File: config.mk
export PLATFORM = sky130hd
export DESIGN_NAME = reference_model_tracking_controller_unit
export DESIGN_NICKNAME = d
export VERILOG_FILES = /design/src/rmtc_pkg.sv /design/src/rmtc_alu.sv /design/src/rmtc_seq.sv /design/src/reference_model_tracking_controller_unit.sv
export SDC_FILE = /design/constraint.sdc
export NUM_CORES = 2
export LEC_CHECK = 0
export ABC_AREA = 1
export BUFFER_PORTS_ARGS = -buffer_cell sky130_fd_sc_hd__buf_2
export CAP_MARGIN = 20
export CORE_MARGIN = 3
export CORE_UTILIZATION = 40
export DETAILED_ROUTE_END_ITERATION = 8
export GPL_TIMING_DRIVEN = 0
export HOLD_SLACK_MARGIN = 0.1
export PLACE_DENSITY = 0.57
export SKIP_CTS_REPAIR_TIMING = 1
export SLEW_MARGIN = 20
export SYNTH_ARGS = -nofsm -noshare
export SYNTH_HDL_FRONTEND = slang
export SYNTH_SLANG_ARGS = --single-unit
File: constraint.sdc
create_clock -name clk -period 15.2 [get_ports clk]
set_clock_uncertainty 0.15 [all_clocks]
set_input_delay 3.04 -clock clk [delete_from_list [all_inputs] [get_ports clk]]
set_output_delay 3.04 -clock clk [all_outputs]
set_load 0.02 [all_outputs]
File: src/rmtc_pkg.sv
`timescale 1ns / 1ps
`default_nettype none
// ----------------------------------------------------------------------------
// Tracking controller package
// Shared types, register indexes and the micro-program of the sequencer.
// ----------------------------------------------------------------------------
package rmtc_pkg;

	localparam int unsigned DATA_W = 32;
	localparam int unsigned CFG_W  = 31;
	localparam int unsigned IDX_W  = 3;
	localparam int unsigned STEP_W = 5;

	typedef logic signed [DATA_W-1:0] fix_t;

	localparam fix_t FIX_MAX = {1'b0, {(DATA_W-1){1'b1}}};
	localparam fix_t FIX_MIN = {1'b1, {(DATA_W-1){1'b0}}};

	// Configuration register indexes.
	localparam logic [IDX_W-1:0] REG_ORDER_MODE     = 3'd0;
	localparam logic [IDX_W-1:0] REG_TIME_STEP      = 3'd1;
	localparam logic [IDX_W-1:0] REG_REF_GAIN_ONE   = 3'd2;
	localparam logic [IDX_W-1:0] REG_REF_GAIN_TWO   = 3'd3;
	localparam logic [IDX_W-1:0] REG_REF_GAIN_THREE = 3'd4;
	localparam logic [IDX_W-1:0] REG_ERR_GAIN_ONE   = 3'd5;
	localparam logic [IDX_W-1:0] REG_ERR_GAIN_TWO   = 3'd6;
	localparam logic [IDX_W-1:0] REG_ERR_GAIN_THREE = 3'd7;

	localparam logic [1:0] ORDER_SECOND = 2'd2;
	localparam logic [1:0] ORDER_RESET  = 2'd3;

	typedef enum logic [1:0] {
		ALU_ADD,
		ALU_SUB,
		ALU_MUL
	} alu_op_t;

	typedef enum logic [4:0] {
		SRC_R,
		SRC_POS,
		SRC_RATE,
		SRC_ACCEL,
		SRC_VC,
		SRC_JERK,
		SRC_DES,
		SRC_MPOS,
		SRC_MRATE,
		SRC_MACC,
		SRC_DT,
		SRC_K1,
		SRC_K2,
		SRC_K3,
		SRC_KE1,
		SRC_KE2,
		SRC_KE3,
		SRC_ZERO
	} src_t;

	typedef enum logic [2:0] {
		DST_NONE,
		DST_ACCEL,
		DST_RATE,
		DST_POS,
		DST_JERK,
		DST_VC
	} dst_t;

	typedef struct packed {
		alu_op_t op;
		src_t    a;
		src_t    b;
		dst_t    dst;
		logic    last;
	} uop_t;

	typedef enum logic [1:0] {
		ST_IDLE,
		ST_RUN,
		ST_HOLD
	} seq_state_t;

	function automatic uop_t make_uop(alu_op_t op, src_t a, src_t b, dst_t d, logic l);
		uop_t u;
		u.op   = op;
		u.a    = a;
		u.b    = b;
		u.dst  = d;
		u.last = l;
		return u;
	endfunction

	// One ALU operation per step. The ALU result of every step lands in the
	// scratch register R and, where named, in one state register as well.
	function automatic uop_t program_step(logic [STEP_W-1:0] step, logic second);
		uop_t u;
		u = make_uop(ALU_ADD, SRC_ZERO, SRC_ZERO, DST_NONE, 1'b1);
		if (second) begin
			case (step)
				5'd0:  u = make_uop(ALU_SUB, SRC_DES,   SRC_POS,   DST_NONE,  1'b0);
				5'd1:  u = make_uop(ALU_MUL, SRC_K1,    SRC_R,     DST_NONE,  1'b0);
				5'd2:  u = make_uop(ALU_SUB, SRC_R,     SRC_RATE,  DST_NONE,  1'b0);
				5'd3:  u = make_uop(ALU_MUL, SRC_K2,    SRC_R,     DST_NONE,  1'b0);
				5'd4:  u = make_uop(ALU_ADD, SRC_R,     SRC_ZERO,  DST_ACCEL, 1'b0);
				5'd5:  u = make_uop(ALU_MUL, SRC_DT,    SRC_ACCEL, DST_NONE,  1'b0);
				5'd6:  u = make_uop(ALU_ADD, SRC_RATE,  SRC_R,     DST_RATE,  1'b0);
				5'd7:  u = make_uop(ALU_MUL, SRC_DT,    SRC_RATE,  DST_NONE,  1'b0);
				5'd8:  u = make_uop(ALU_ADD, SRC_POS,   SRC_R,     DST_POS,   1'b0);
				5'd9:  u = make_uop(ALU_SUB, SRC_POS,   SRC_MPOS,  DST_NONE,  1'b0);
				5'd10: u = make_uop(ALU_MUL, SRC_KE1,   SRC_R,     DST_VC,    1'b0);
				5'd11: u = make_uop(ALU_SUB, SRC_RATE,  SRC_MRATE, DST_NONE,  1'b0);
				5'd12: u = make_uop(ALU_MUL, SRC_KE2,   SRC_R,     DST_NONE,  1'b0);
				5'd13: u = make_uop(ALU_ADD, SRC_VC,    SRC_R,     DST_VC,    1'b0);
				5'd14: u = make_uop(ALU_ADD, SRC_VC,    SRC_ACCEL, DST_VC,    1'b1);
				default: u = make_uop(ALU_ADD, SRC_ZERO, SRC_ZERO, DST_NONE, 1'b1);
			endcase
		end else begin
			case (step)
				5'd0:  u = make_uop(ALU_SUB, SRC_DES,   SRC_POS,   DST_NONE,  1'b0);
				5'd1:  u = make_uop(ALU_MUL, SRC_K1,    SRC_R,     DST_NONE,  1'b0);
				5'd2:  u = make_uop(ALU_SUB, SRC_R,     SRC_RATE,  DST_NONE,  1'b0);
				5'd3:  u = make_uop(ALU_MUL, SRC_K2,    SRC_R,     DST_NONE,  1'b0);
				5'd4:  u = make_uop(ALU_SUB, SRC_R,     SRC_ACCEL, DST_NONE,  1'b0);
				5'd5:  u = make_uop(ALU_MUL, SRC_K3,    SRC_R,     DST_JERK,  1'b0);
				5'd6:  u = make_uop(ALU_MUL, SRC_DT,    SRC_R,     DST_NONE,  1'b0);
				5'd7:  u = make_uop(ALU_ADD, SRC_ACCEL, SRC_R,     DST_ACCEL, 1'b0);
				5'd8:  u = make_uop(ALU_MUL, SRC_DT,    SRC_ACCEL, DST_NONE,  1'b0);
				5'd9:  u = make_uop(ALU_ADD, SRC_RATE,  SRC_R,     DST_RATE,  1'b0);
				5'd10: u = make_uop(ALU_MUL, SRC_DT,    SRC_RATE,  DST_NONE,  1'b0);
				5'd11: u = make_uop(ALU_ADD, SRC_POS,   SRC_R,     DST_POS,   1'b0);
				5'd12: u = make_uop(ALU_SUB, SRC_POS,   SRC_MPOS,  DST_NONE,  1'b0);
				5'd13: u = make_uop(ALU_MUL, SRC_KE1,   SRC_R,     DST_VC,    1'b0);
				5'd14: u = make_uop(ALU_SUB, SRC_RATE,  SRC_MRATE, DST_NONE,  1'b0);
				5'd15: u = make_uop(ALU_MUL, SRC_KE2,   SRC_R,     DST_NONE,  1'b0);
				5'd16: u = make_uop(ALU_ADD, SRC_VC,    SRC_R,     DST_VC,    1'b0);
				5'd17: u = make_uop(ALU_SUB, SRC_ACCEL, SRC_MACC,  DST_NONE,  1'b0);
				5'd18: u = make_uop(ALU_MUL, SRC_KE3,   SRC_R,     DST_NONE,  1'b0);
				5'd19: u = make_uop(ALU_ADD, SRC_VC,    SRC_R,     DST_VC,    1'b0);
				5'd20: u = make_uop(ALU_ADD, SRC_VC,    SRC_JERK,  DST_VC,    1'b1);
				default: u = make_uop(ALU_ADD, SRC_ZERO, SRC_ZERO, DST_NONE, 1'b1);
			endcase
		end
		return u;
	endfunction

	localparam logic [STEP_W-1:0] LAST_STEP = 5'd20;

endpackage
`default_nettype wire

File: src/rmtc_alu.sv
`timescale 1ns / 1ps
`default_nettype none
// ----------------------------------------------------------------------------
// Shared saturating ALU
// Q16.16 add, subtract and multiply, each saturated to the 32-bit range.
// ----------------------------------------------------------------------------
module rmtc_alu import rmtc_pkg::*; (
	input  alu_op_t op,
	input  fix_t    a,
	input  fix_t    b,
	output fix_t    res
);

	logic signed [2*DATA_W-1:0] prod;
	logic signed [DATA_W:0]     ax;
	logic signed [DATA_W:0]     bx;
	logic signed [DATA_W:0]     sum;
	fix_t                       sum_sat;
	fix_t                       prod_sat;

	always_comb begin
		ax = {a[DATA_W-1], a};
		bx = {b[DATA_W-1], b};
		if (op == ALU_SUB) begin
			sum = ax - bx;
		end else begin
			sum = ax + bx;
		end
		if (sum[DATA_W] != sum[DATA_W-1]) begin
			sum_sat = sum[DATA_W] ? FIX_MIN : FIX_MAX;
		end else begin
			sum_sat = sum[DATA_W-1:0];
		end
	end

	// The arithmetic shift by 16 floors; the product fits when the bits above
	// the kept field are all equal to its sign.
	always_comb begin
		prod = 64'(a) * 64'(b);
		if ((&prod[63:47]) || !(|prod[63:47])) begin
			prod_sat = prod[47:16];
		end else begin
			prod_sat = prod[63] ? FIX_MIN : FIX_MAX;
		end
	end

	always_comb begin
		case (op)
			ALU_MUL: res = prod_sat;
			ALU_ADD,
			ALU_SUB: res = sum_sat;
			default: res = sum_sat;
		endcase
	end

endmodule
`default_nettype wire

File: src/rmtc_seq.sv
`timescale 1ns / 1ps
`default_nettype none
// ----------------------------------------------------------------------------
// Micro-program sequencer
// Steps the shared ALU through one control tick and runs the handshakes.
// ----------------------------------------------------------------------------
module rmtc_seq import rmtc_pkg::*; (
	input  logic clk,
	input  logic arst_n,
	input  logic in_valid,
	input  logic out_stall,
	input  logic second,
	output logic in_stall,
	output logic out_valid,
	output logic start,
	output logic exec,
	output uop_t uop
);

	seq_state_t          state_q;
	seq_state_t          state_next;
	logic [STEP_W-1:0]   step_q;

	assign uop = program_step(step_q, second);

	always_comb begin
		state_next = state_q;
		case (state_q)
			ST_IDLE: begin
				if (in_valid) state_next = ST_RUN;
			end
			ST_RUN: begin
				if (uop.last) state_next = ST_HOLD;
			end
			ST_HOLD: begin
				if (!out_stall) state_next = ST_IDLE;
			end
			default: state_next = ST_IDLE;
		endcase
	end

	always_comb begin
		in_stall  = (state_q != ST_IDLE);
		out_valid = (state_q == ST_HOLD);
		exec      = (state_q == ST_RUN);
		start     = (state_q == ST_IDLE) && in_valid;
	end

	always_ff @(posedge clk or negedge arst_n) begin
		if (!arst_n) begin
			state_q <= ST_IDLE;
			step_q  <= '0;
		end else begin
			state_q <= state_next;
			if (start) begin
				step_q <= '0;
			end else if (exec && !uop.last) begin
				step_q <= step_q + 1'b1;
			end
		end
	end

	assert property (@(posedge clk) disable iff (!arst_n)
		exec |-> step_q <= LAST_STEP)
		else $error("sequencer step ran past the end of the program");

	assert property (@(posedge clk) disable iff (!arst_n)
		start |=> exec && step_q == '0)
		else $error("accepted item did not start at the first step");

	assert property (@(posedge clk) disable iff (!arst_n)
		$rose(out_valid) |-> $past(exec && uop.last))
		else $error("result shown without finishing the program");

	assert property (@(posedge clk) disable iff (!arst_n)
		(out_valid && !out_stall) |=> !out_valid && !in_stall)
		else $error("block did not return to idle after delivery");

endmodule
`default_nettype wire

File: src/reference_model_tracking_controller_unit.sv
`timescale 1ns / 1ps
`default_nettype none
// ----------------------------------------------------------------------------
// Tracking controller
// One axis, Q16.16: cascaded reference filter and error controller.
// ----------------------------------------------------------------------------
// One item is one control tick. Once it is taken, a single saturating ALU
// (one 32x32 multiply or one add/subtract per cycle) runs the tick's
// micro-program: 21 steps in third-order mode, 15 in second-order mode.
// The result then shows until taken. The input is stalled from acceptance
// until the result is taken.
module reference_model_tracking_controller_unit import rmtc_pkg::*; (
	input  logic              clk,
	input  logic              arst_n,

	input  logic              cfg_write_en,
	input  logic [IDX_W-1:0]  cfg_index,
	input  logic [CFG_W-1:0]  cfg_data,

	input  logic              in_valid,
	output logic              in_stall,
	input  fix_t              desired_value,
	input  fix_t              meas_pos,
	input  fix_t              meas_rate,
	input  fix_t              meas_accel,

	output logic              out_valid,
	input  logic              out_stall,
	output fix_t              virtual_control,
	output fix_t              ref_pos_out,
	output fix_t              ref_rate_out,
	output fix_t              ref_accel_out,
	output fix_t              ref_jerk
);

	logic [1:0]       order_q;
	logic [16:0]      dt_q;
	logic [CFG_W-1:0] k1_q;
	logic [CFG_W-1:0] k2_q;
	logic [CFG_W-1:0] k3_q;
	logic [CFG_W-1:0] ke1_q;
	logic [CFG_W-1:0] ke2_q;
	logic [CFG_W-1:0] ke3_q;

	fix_t des_q;
	fix_t mpos_q;
	fix_t mrate_q;
	fix_t macc_q;

	fix_t pos_q;
	fix_t rate_q;
	fix_t accel_q;
	fix_t jerk_q;
	fix_t vc_q;
	fix_t r_q;

	logic second;
	logic start;
	logic exec;
	uop_t uop;
	fix_t opa;
	fix_t opb;
	fix_t res;

	assign second = (order_q == ORDER_SECOND);

	always_ff @(posedge clk or negedge arst_n) begin
		if (!arst_n) begin
			order_q <= ORDER_RESET;
			dt_q    <= '0;
			k1_q    <= '0;
			k2_q    <= '0;
			k3_q    <= '0;
			ke1_q   <= '0;
			ke2_q   <= '0;
			ke3_q   <= '0;
		end else if (cfg_write_en) begin
			case (cfg_index)
				REG_ORDER_MODE:     order_q <= cfg_data[1:0];
				REG_TIME_STEP:      dt_q    <= cfg_data[16:0];
				REG_REF_GAIN_ONE:   k1_q    <= cfg_data;
				REG_REF_GAIN_TWO:   k2_q    <= cfg_data;
				REG_REF_GAIN_THREE: k3_q    <= cfg_data;
				REG_ERR_GAIN_ONE:   ke1_q   <= cfg_data;
				REG_ERR_GAIN_TWO:   ke2_q   <= cfg_data;
				REG_ERR_GAIN_THREE: ke3_q   <= cfg_data;
				default: ;
			endcase
		end
	end

	rmtc_seq u_seq (
		.clk       (clk),
		.arst_n    (arst_n),
		.in_valid  (in_valid),
		.out_stall (out_stall),
		.second    (second),
		.in_stall  (in_stall),
		.out_valid (out_valid),
		.start     (start),
		.exec      (exec),
		.uop       (uop)
	);

	function automatic fix_t pick(src_t s, fix_t r, fix_t pos, fix_t rate, fix_t accel,
		fix_t vc, fix_t jerk, fix_t des, fix_t mpos, fix_t mrate, fix_t macc,
		logic [16:0] dt, logic [CFG_W-1:0] k1, logic [CFG_W-1:0] k2,
		logic [CFG_W-1:0] k3, logic [CFG_W-1:0] ke1, logic [CFG_W-1:0] ke2,
		logic [CFG_W-1:0] ke3);
		fix_t v;
		case (s)
			SRC_R:     v = r;
			SRC_POS:   v = pos;
			SRC_RATE:  v = rate;
			SRC_ACCEL: v = accel;
			SRC_VC:    v = vc;
			SRC_JERK:  v = jerk;
			SRC_DES:   v = des;
			SRC_MPOS:  v = mpos;
			SRC_MRATE: v = mrate;
			SRC_MACC:  v = macc;
			SRC_DT:    v = {15'd0, dt};
			SRC_K1:    v = {1'b0, k1};
			SRC_K2:    v = {1'b0, k2};
			SRC_K3:    v = {1'b0, k3};
			SRC_KE1:   v = {1'b0, ke1};
			SRC_KE2:   v = {1'b0, ke2};
			SRC_KE3:   v = {1'b0, ke3};
			SRC_ZERO:  v = '0;
			default:   v = '0;
		endcase
		return v;
	endfunction

	always_comb begin
		opa = pick(uop.a, r_q, pos_q, rate_q, accel_q, vc_q, jerk_q, des_q, mpos_q,
			mrate_q, macc_q, dt_q, k1_q, k2_q, k3_q, ke1_q, ke2_q, ke3_q);
		opb = pick(uop.b, r_q, pos_q, rate_q, accel_q, vc_q, jerk_q, des_q, mpos_q,
			mrate_q, macc_q, dt_q, k1_q, k2_q, k3_q, ke1_q, ke2_q, ke3_q);
	end

	rmtc_alu u_alu (
		.op  (uop.op),
		.a   (opa),
		.b   (opb),
		.res (res)
	);

	always_ff @(posedge clk) begin
		if (start) begin
			des_q   <= desired_value;
			mpos_q  <= meas_pos;
			mrate_q <= meas_rate;
			macc_q  <= meas_accel;
		end
		if (exec) begin
			r_q <= res;
		end
	end

	// Reference state lives across ticks; the jerk is cleared at every new
	// item so that second-order ticks report zero.
	always_ff @(posedge clk or negedge arst_n) begin
		if (!arst_n) begin
			pos_q   <= '0;
			rate_q  <= '0;
			accel_q <= '0;
			jerk_q  <= '0;
			vc_q    <= '0;
		end else if (start) begin
			jerk_q <= '0;
		end else if (exec) begin
			case (uop.dst)
				DST_ACCEL: accel_q <= res;
				DST_RATE:  rate_q  <= res;
				DST_POS:   pos_q   <= res;
				DST_JERK:  jerk_q  <= res;
				DST_VC:    vc_q    <= res;
				DST_NONE:  ;
				default:   ;
			endcase
		end
	end

	assign virtual_control = vc_q;
	assign ref_pos_out     = pos_q;
	assign ref_rate_out    = rate_q;
	assign ref_accel_out   = accel_q;
	assign ref_jerk        = jerk_q;

	assert property (@(posedge clk) disable iff (!arst_n)
		(out_valid && second) |-> jerk_q == '0)
		else $error("nonzero jerk reported in second-order mode");

	assert property (@(posedge clk) disable iff (!arst_n)
		(exec && uop.dst == DST_JERK) |-> !second)
		else $error("jerk written in second-order mode");

	assert property (@(posedge clk) disable iff (!arst_n)
		(out_valid && out_stall) |=> out_valid && $stable(virtual_control)
			&& $stable(ref_pos_out) && $stable(ref_rate_out)
			&& $stable(ref_accel_out) && $stable(ref_jerk))
		else $error("stalled result changed or was dropped");

endmodule
`default_nettype wire

==> results.ini <==
[run_status]
outcome = complete, no violations

[yosys]
synthXorXnorAreaFrac_pct = 1.57
synth.distinct_cells = 62
ys_seq_area_share_pct = 21.7
synth_area_mm2 = 0.0652
synthSimpleGateAreaFrac_pct = 19.3
ys_warn_count = 0
yosys-mux-area-fraction_pct = 0
async_reset_ff_share_pct = 69.9
synth-seq-cells = 532
syn_area_per_cell_um2 = 8.31
syn_nets = 9321
synth_compound_area_share_pct = 8.51
synthAdderAreaFrac_pct = 37.5
synth_edf_count = 160
synth-main-ff-cell = dfrtp_1
postSynthCellCount = 7848
synth_top_family_by_area = adder cells

[clock_tree]
cts-buffers-inserted = 52
insertion_delay_ps = 670
cts_tree = yes
clk_pin_slew_ps = 70
cts_root_buf = clkbuf_16
htreeDepth = 2
clk_path_buf_depth = 3
cts_sinks = 532

[cells_and_area]
stdcell_count = 10500
fin_area_mm2 = 0.0724
final_cell_mix = nand2_1 (1675), inv_1 (1546), fa_1 (1078)
fin_nets = 9753
drive_gt1_share_pct = 9.33
fillers = 16600
final_common_cell = nand2_1
syn2layout_area_growth_pct = 11.1

[floorplanning]
die_w_um = 410
dieArea_mm2 = 0.168
start_util_pct = 40.4
die_y_um = 410
core_mm2 = 0.161
num_rows = 147
io-pin-count = 329

[route]
drt_iter0_drc = 7387
drc_errors = 0
firstDrtPassIters = 6
totalWireLength_mm = 336
viasPerCell = 5.81
num_vias = 61000
antenna_left = 0
wl_per_cell_um = 32.0

[placement]
dpl.cell_count = 10400
gp_congestion = 1.05
dp.final_hpwl_mm = 277
io_buffers = 328
placed_area_mm2 = 0.0701

[worst_setup_path]
critPathMaxFanout = 10
slowest_stage = nor4_1
startpoint_type = flop
r2r_setup_slack_ps = 130
cp_slowest_stage_delay_ps = 700
crit_required_ps = 15580
crit_top_cell = nand2_1
critPathTopFamily = simple AND/OR/NAND/NOR gates
path_buf_inv = 12
cp-end-kind = flop
worstPathArrival_ps = 15450
crit_type = flop to flop

[global_routing]
grt-ovfl-total = 0
grt_max_degree = 106
grt_usage_pct = 39.9
antenna_found_initial = 21
grt_pass1_vias = 61300
grt_pass1_wl_mm = 468

[sta]
finalSetupViolations = 0
holdWs_ps = 337
fin_crit_ps = 15070
tns_ps = 0
max_freq_mhz = 66.3
fin_crit_sh_pct = 99.2
worst_pin_slew_ps = 1300
drv_slew = 0
slew_headroom_pct = 13.3
finalHoldViolCount = 0

[hold_path]
min_path_type = flop to flop

[flow_run]
maxCapViolCount = 0

==> cells in the mapped netlist (9+ instances only) <==
| library cell | instances | area (um2) |
|---|---|---|
| clkbuf_1 | 269 | 1010 |
| a21oi_1 | 169 | 846 |
| nor2_2 | 12 | 75.1 |
| o2111ai_1 | 21 | 184 |
| nor4_2 | 9 | 113 |
| a211oi_1 | 18 | 135 |
| a31oi_1 | 41 | 257 |
| fa_1 | 1082 | 21700 |
| buf_1 | 19 | 71.3 |
| nand2_2 | 51 | 319 |
| nand4_1 | 28 | 175 |
| inv_1 | 1553 | 5830 |
| a22o_1 | 9 | 78.8 |
| nor2_1 | 813 | 3050 |
| o22ai_1 | 123 | 769 |
| nand3b_1 | 9 | 67.6 |
| o21ai_0 | 346 | 1730 |
| o21a_1 | 24 | 180 |
| a22oi_1 | 11 | 82.6 |
| and2_1 | 36 | 225 |
| nor3_1 | 26 | 130 |
| ha_1 | 224 | 2800 |
| edfxtp_1 | 160 | 4800 |
| xnor2_1 | 29 | 254 |
| dfrtp_1 | 370 | 9260 |
| o211ai_1 | 19 | 143 |
| o21ai_1 | 10 | 50.1 |
| buf_6 | 11 | 124 |
| clkinv_1 | 17 | 63.8 |
| buf_4 | 20 | 150 |
| nand2_1 | 1681 | 6310 |
| a221oi_1 | 69 | 604 |
| nor4_1 | 18 | 113 |
| xor2_1 | 86 | 753 |
| inv_2 | 27 | 101 |
| nand3_1 | 326 | 1630 |
| buf_2 | 25 | 125 |
| a32o_1 | 11 | 110 |
==> through the flow <==
| step | setup slack, ps | utilization (%) |
|---|---|---|
| after CTS | -796 | 44.6 |
| after floorplan | 4510 | - |
| after detailed placement | -779 | 43.5 |
| after global placement | -1320 | 43.1 |
| final | 128 | 44.9 |
| after global routing | -33.7 | 44.9 |
==> worst paths after layout <==
check	startpoint	end	cells past startpoint
worst max-delay path	u_seq.step_q[0]	r_q[27]	48
worst min-delay path	k1_q[29]	k1_q[29]	2
worst max register to register	u_seq.step_q[0]	r_q[27]	48
worst min register to register	k1_q[29]	k1_q[29]	2
max in group asynchronous	arst_n	virtual_control[4]	4
min in group asynchronous	arst_n	virtual_control[26]	1
==> metal layers <==
metal	vias to the layer above	GRT usage [%]	wire length [um]
met5	-	0	67
met1	31300	53.7	133000
met3	873	11.2	40100
met2	3868	57.5	139000
met4	10	22.9	24300
li1	24900	-	-
==> kinds of logic (layout without fill, tap and decap cells) <==
| group | Yosys count | in the layout |
|---|---|---|
| flops | 532 | 532 |
| compound gates | 914 | 914 |
| fa+ha+maj | 1306 | 1306 |
| simple gates | 3039 | 3039 |
| other cells | 0 | 15 |
| buf+inv | 1941 | 2417 |
| xor+xnor | 116 | 116 |
==> area by class of cell <==
| class | instances | area (um2) | share of cell area (%) |
|---|---|---|---|
| clock inverters | 31 | 358 | 0.494 |
| plain buffers | 343 | 1620 | 2.24 |
| clock buffers | 67 | 1460 | 2.02 |
| multi-input cells | 5375 | 43800 | 60.5 |
| repair buffers | 379 | 2250 | 3.11 |
| inverters | 1597 | 6050 | 8.36 |
| diodes | 15 | 37.5 | 0.0518 |
| flip-flops and latches | 532 | 14100 | 19.5 |
| well taps | 2160 | 2700 | 3.73 |
==> registers in the layout, summed over array words and instances (netlist names) <==
signal           count
u_seq.state_q        2
k2_q                31
ke1_q               31
ke3_q               31
u_seq.step_q         5
des_q               32
ref_jerk            32
dt_q                17
ref_pos_out         32
k1_q                31
r_q                 32
order_q              2
ref_accel_out       32
macc_q              32
mrate_q             32
ke2_q               31
virtual_control     32
k3_q                31
ref_rate_out        32
mpos_q              32
==> worst reg2reg max path: cells and delay by family (launching register included) <==
| kind | cells | cell delay (ps) |
|---|---|---|
| simple gates | 25 | 5610 |
| xor+xnor | 1 | 160 |
| fa+ha+maj | 10 | 5000 |
| buf+inv | 12 | 3430 |
| flops | 1 | 620 |
Power is left out: the tool's default activity adds up to more than one toggle a clock period on the data nets, which glitch-free logic cannot reach.
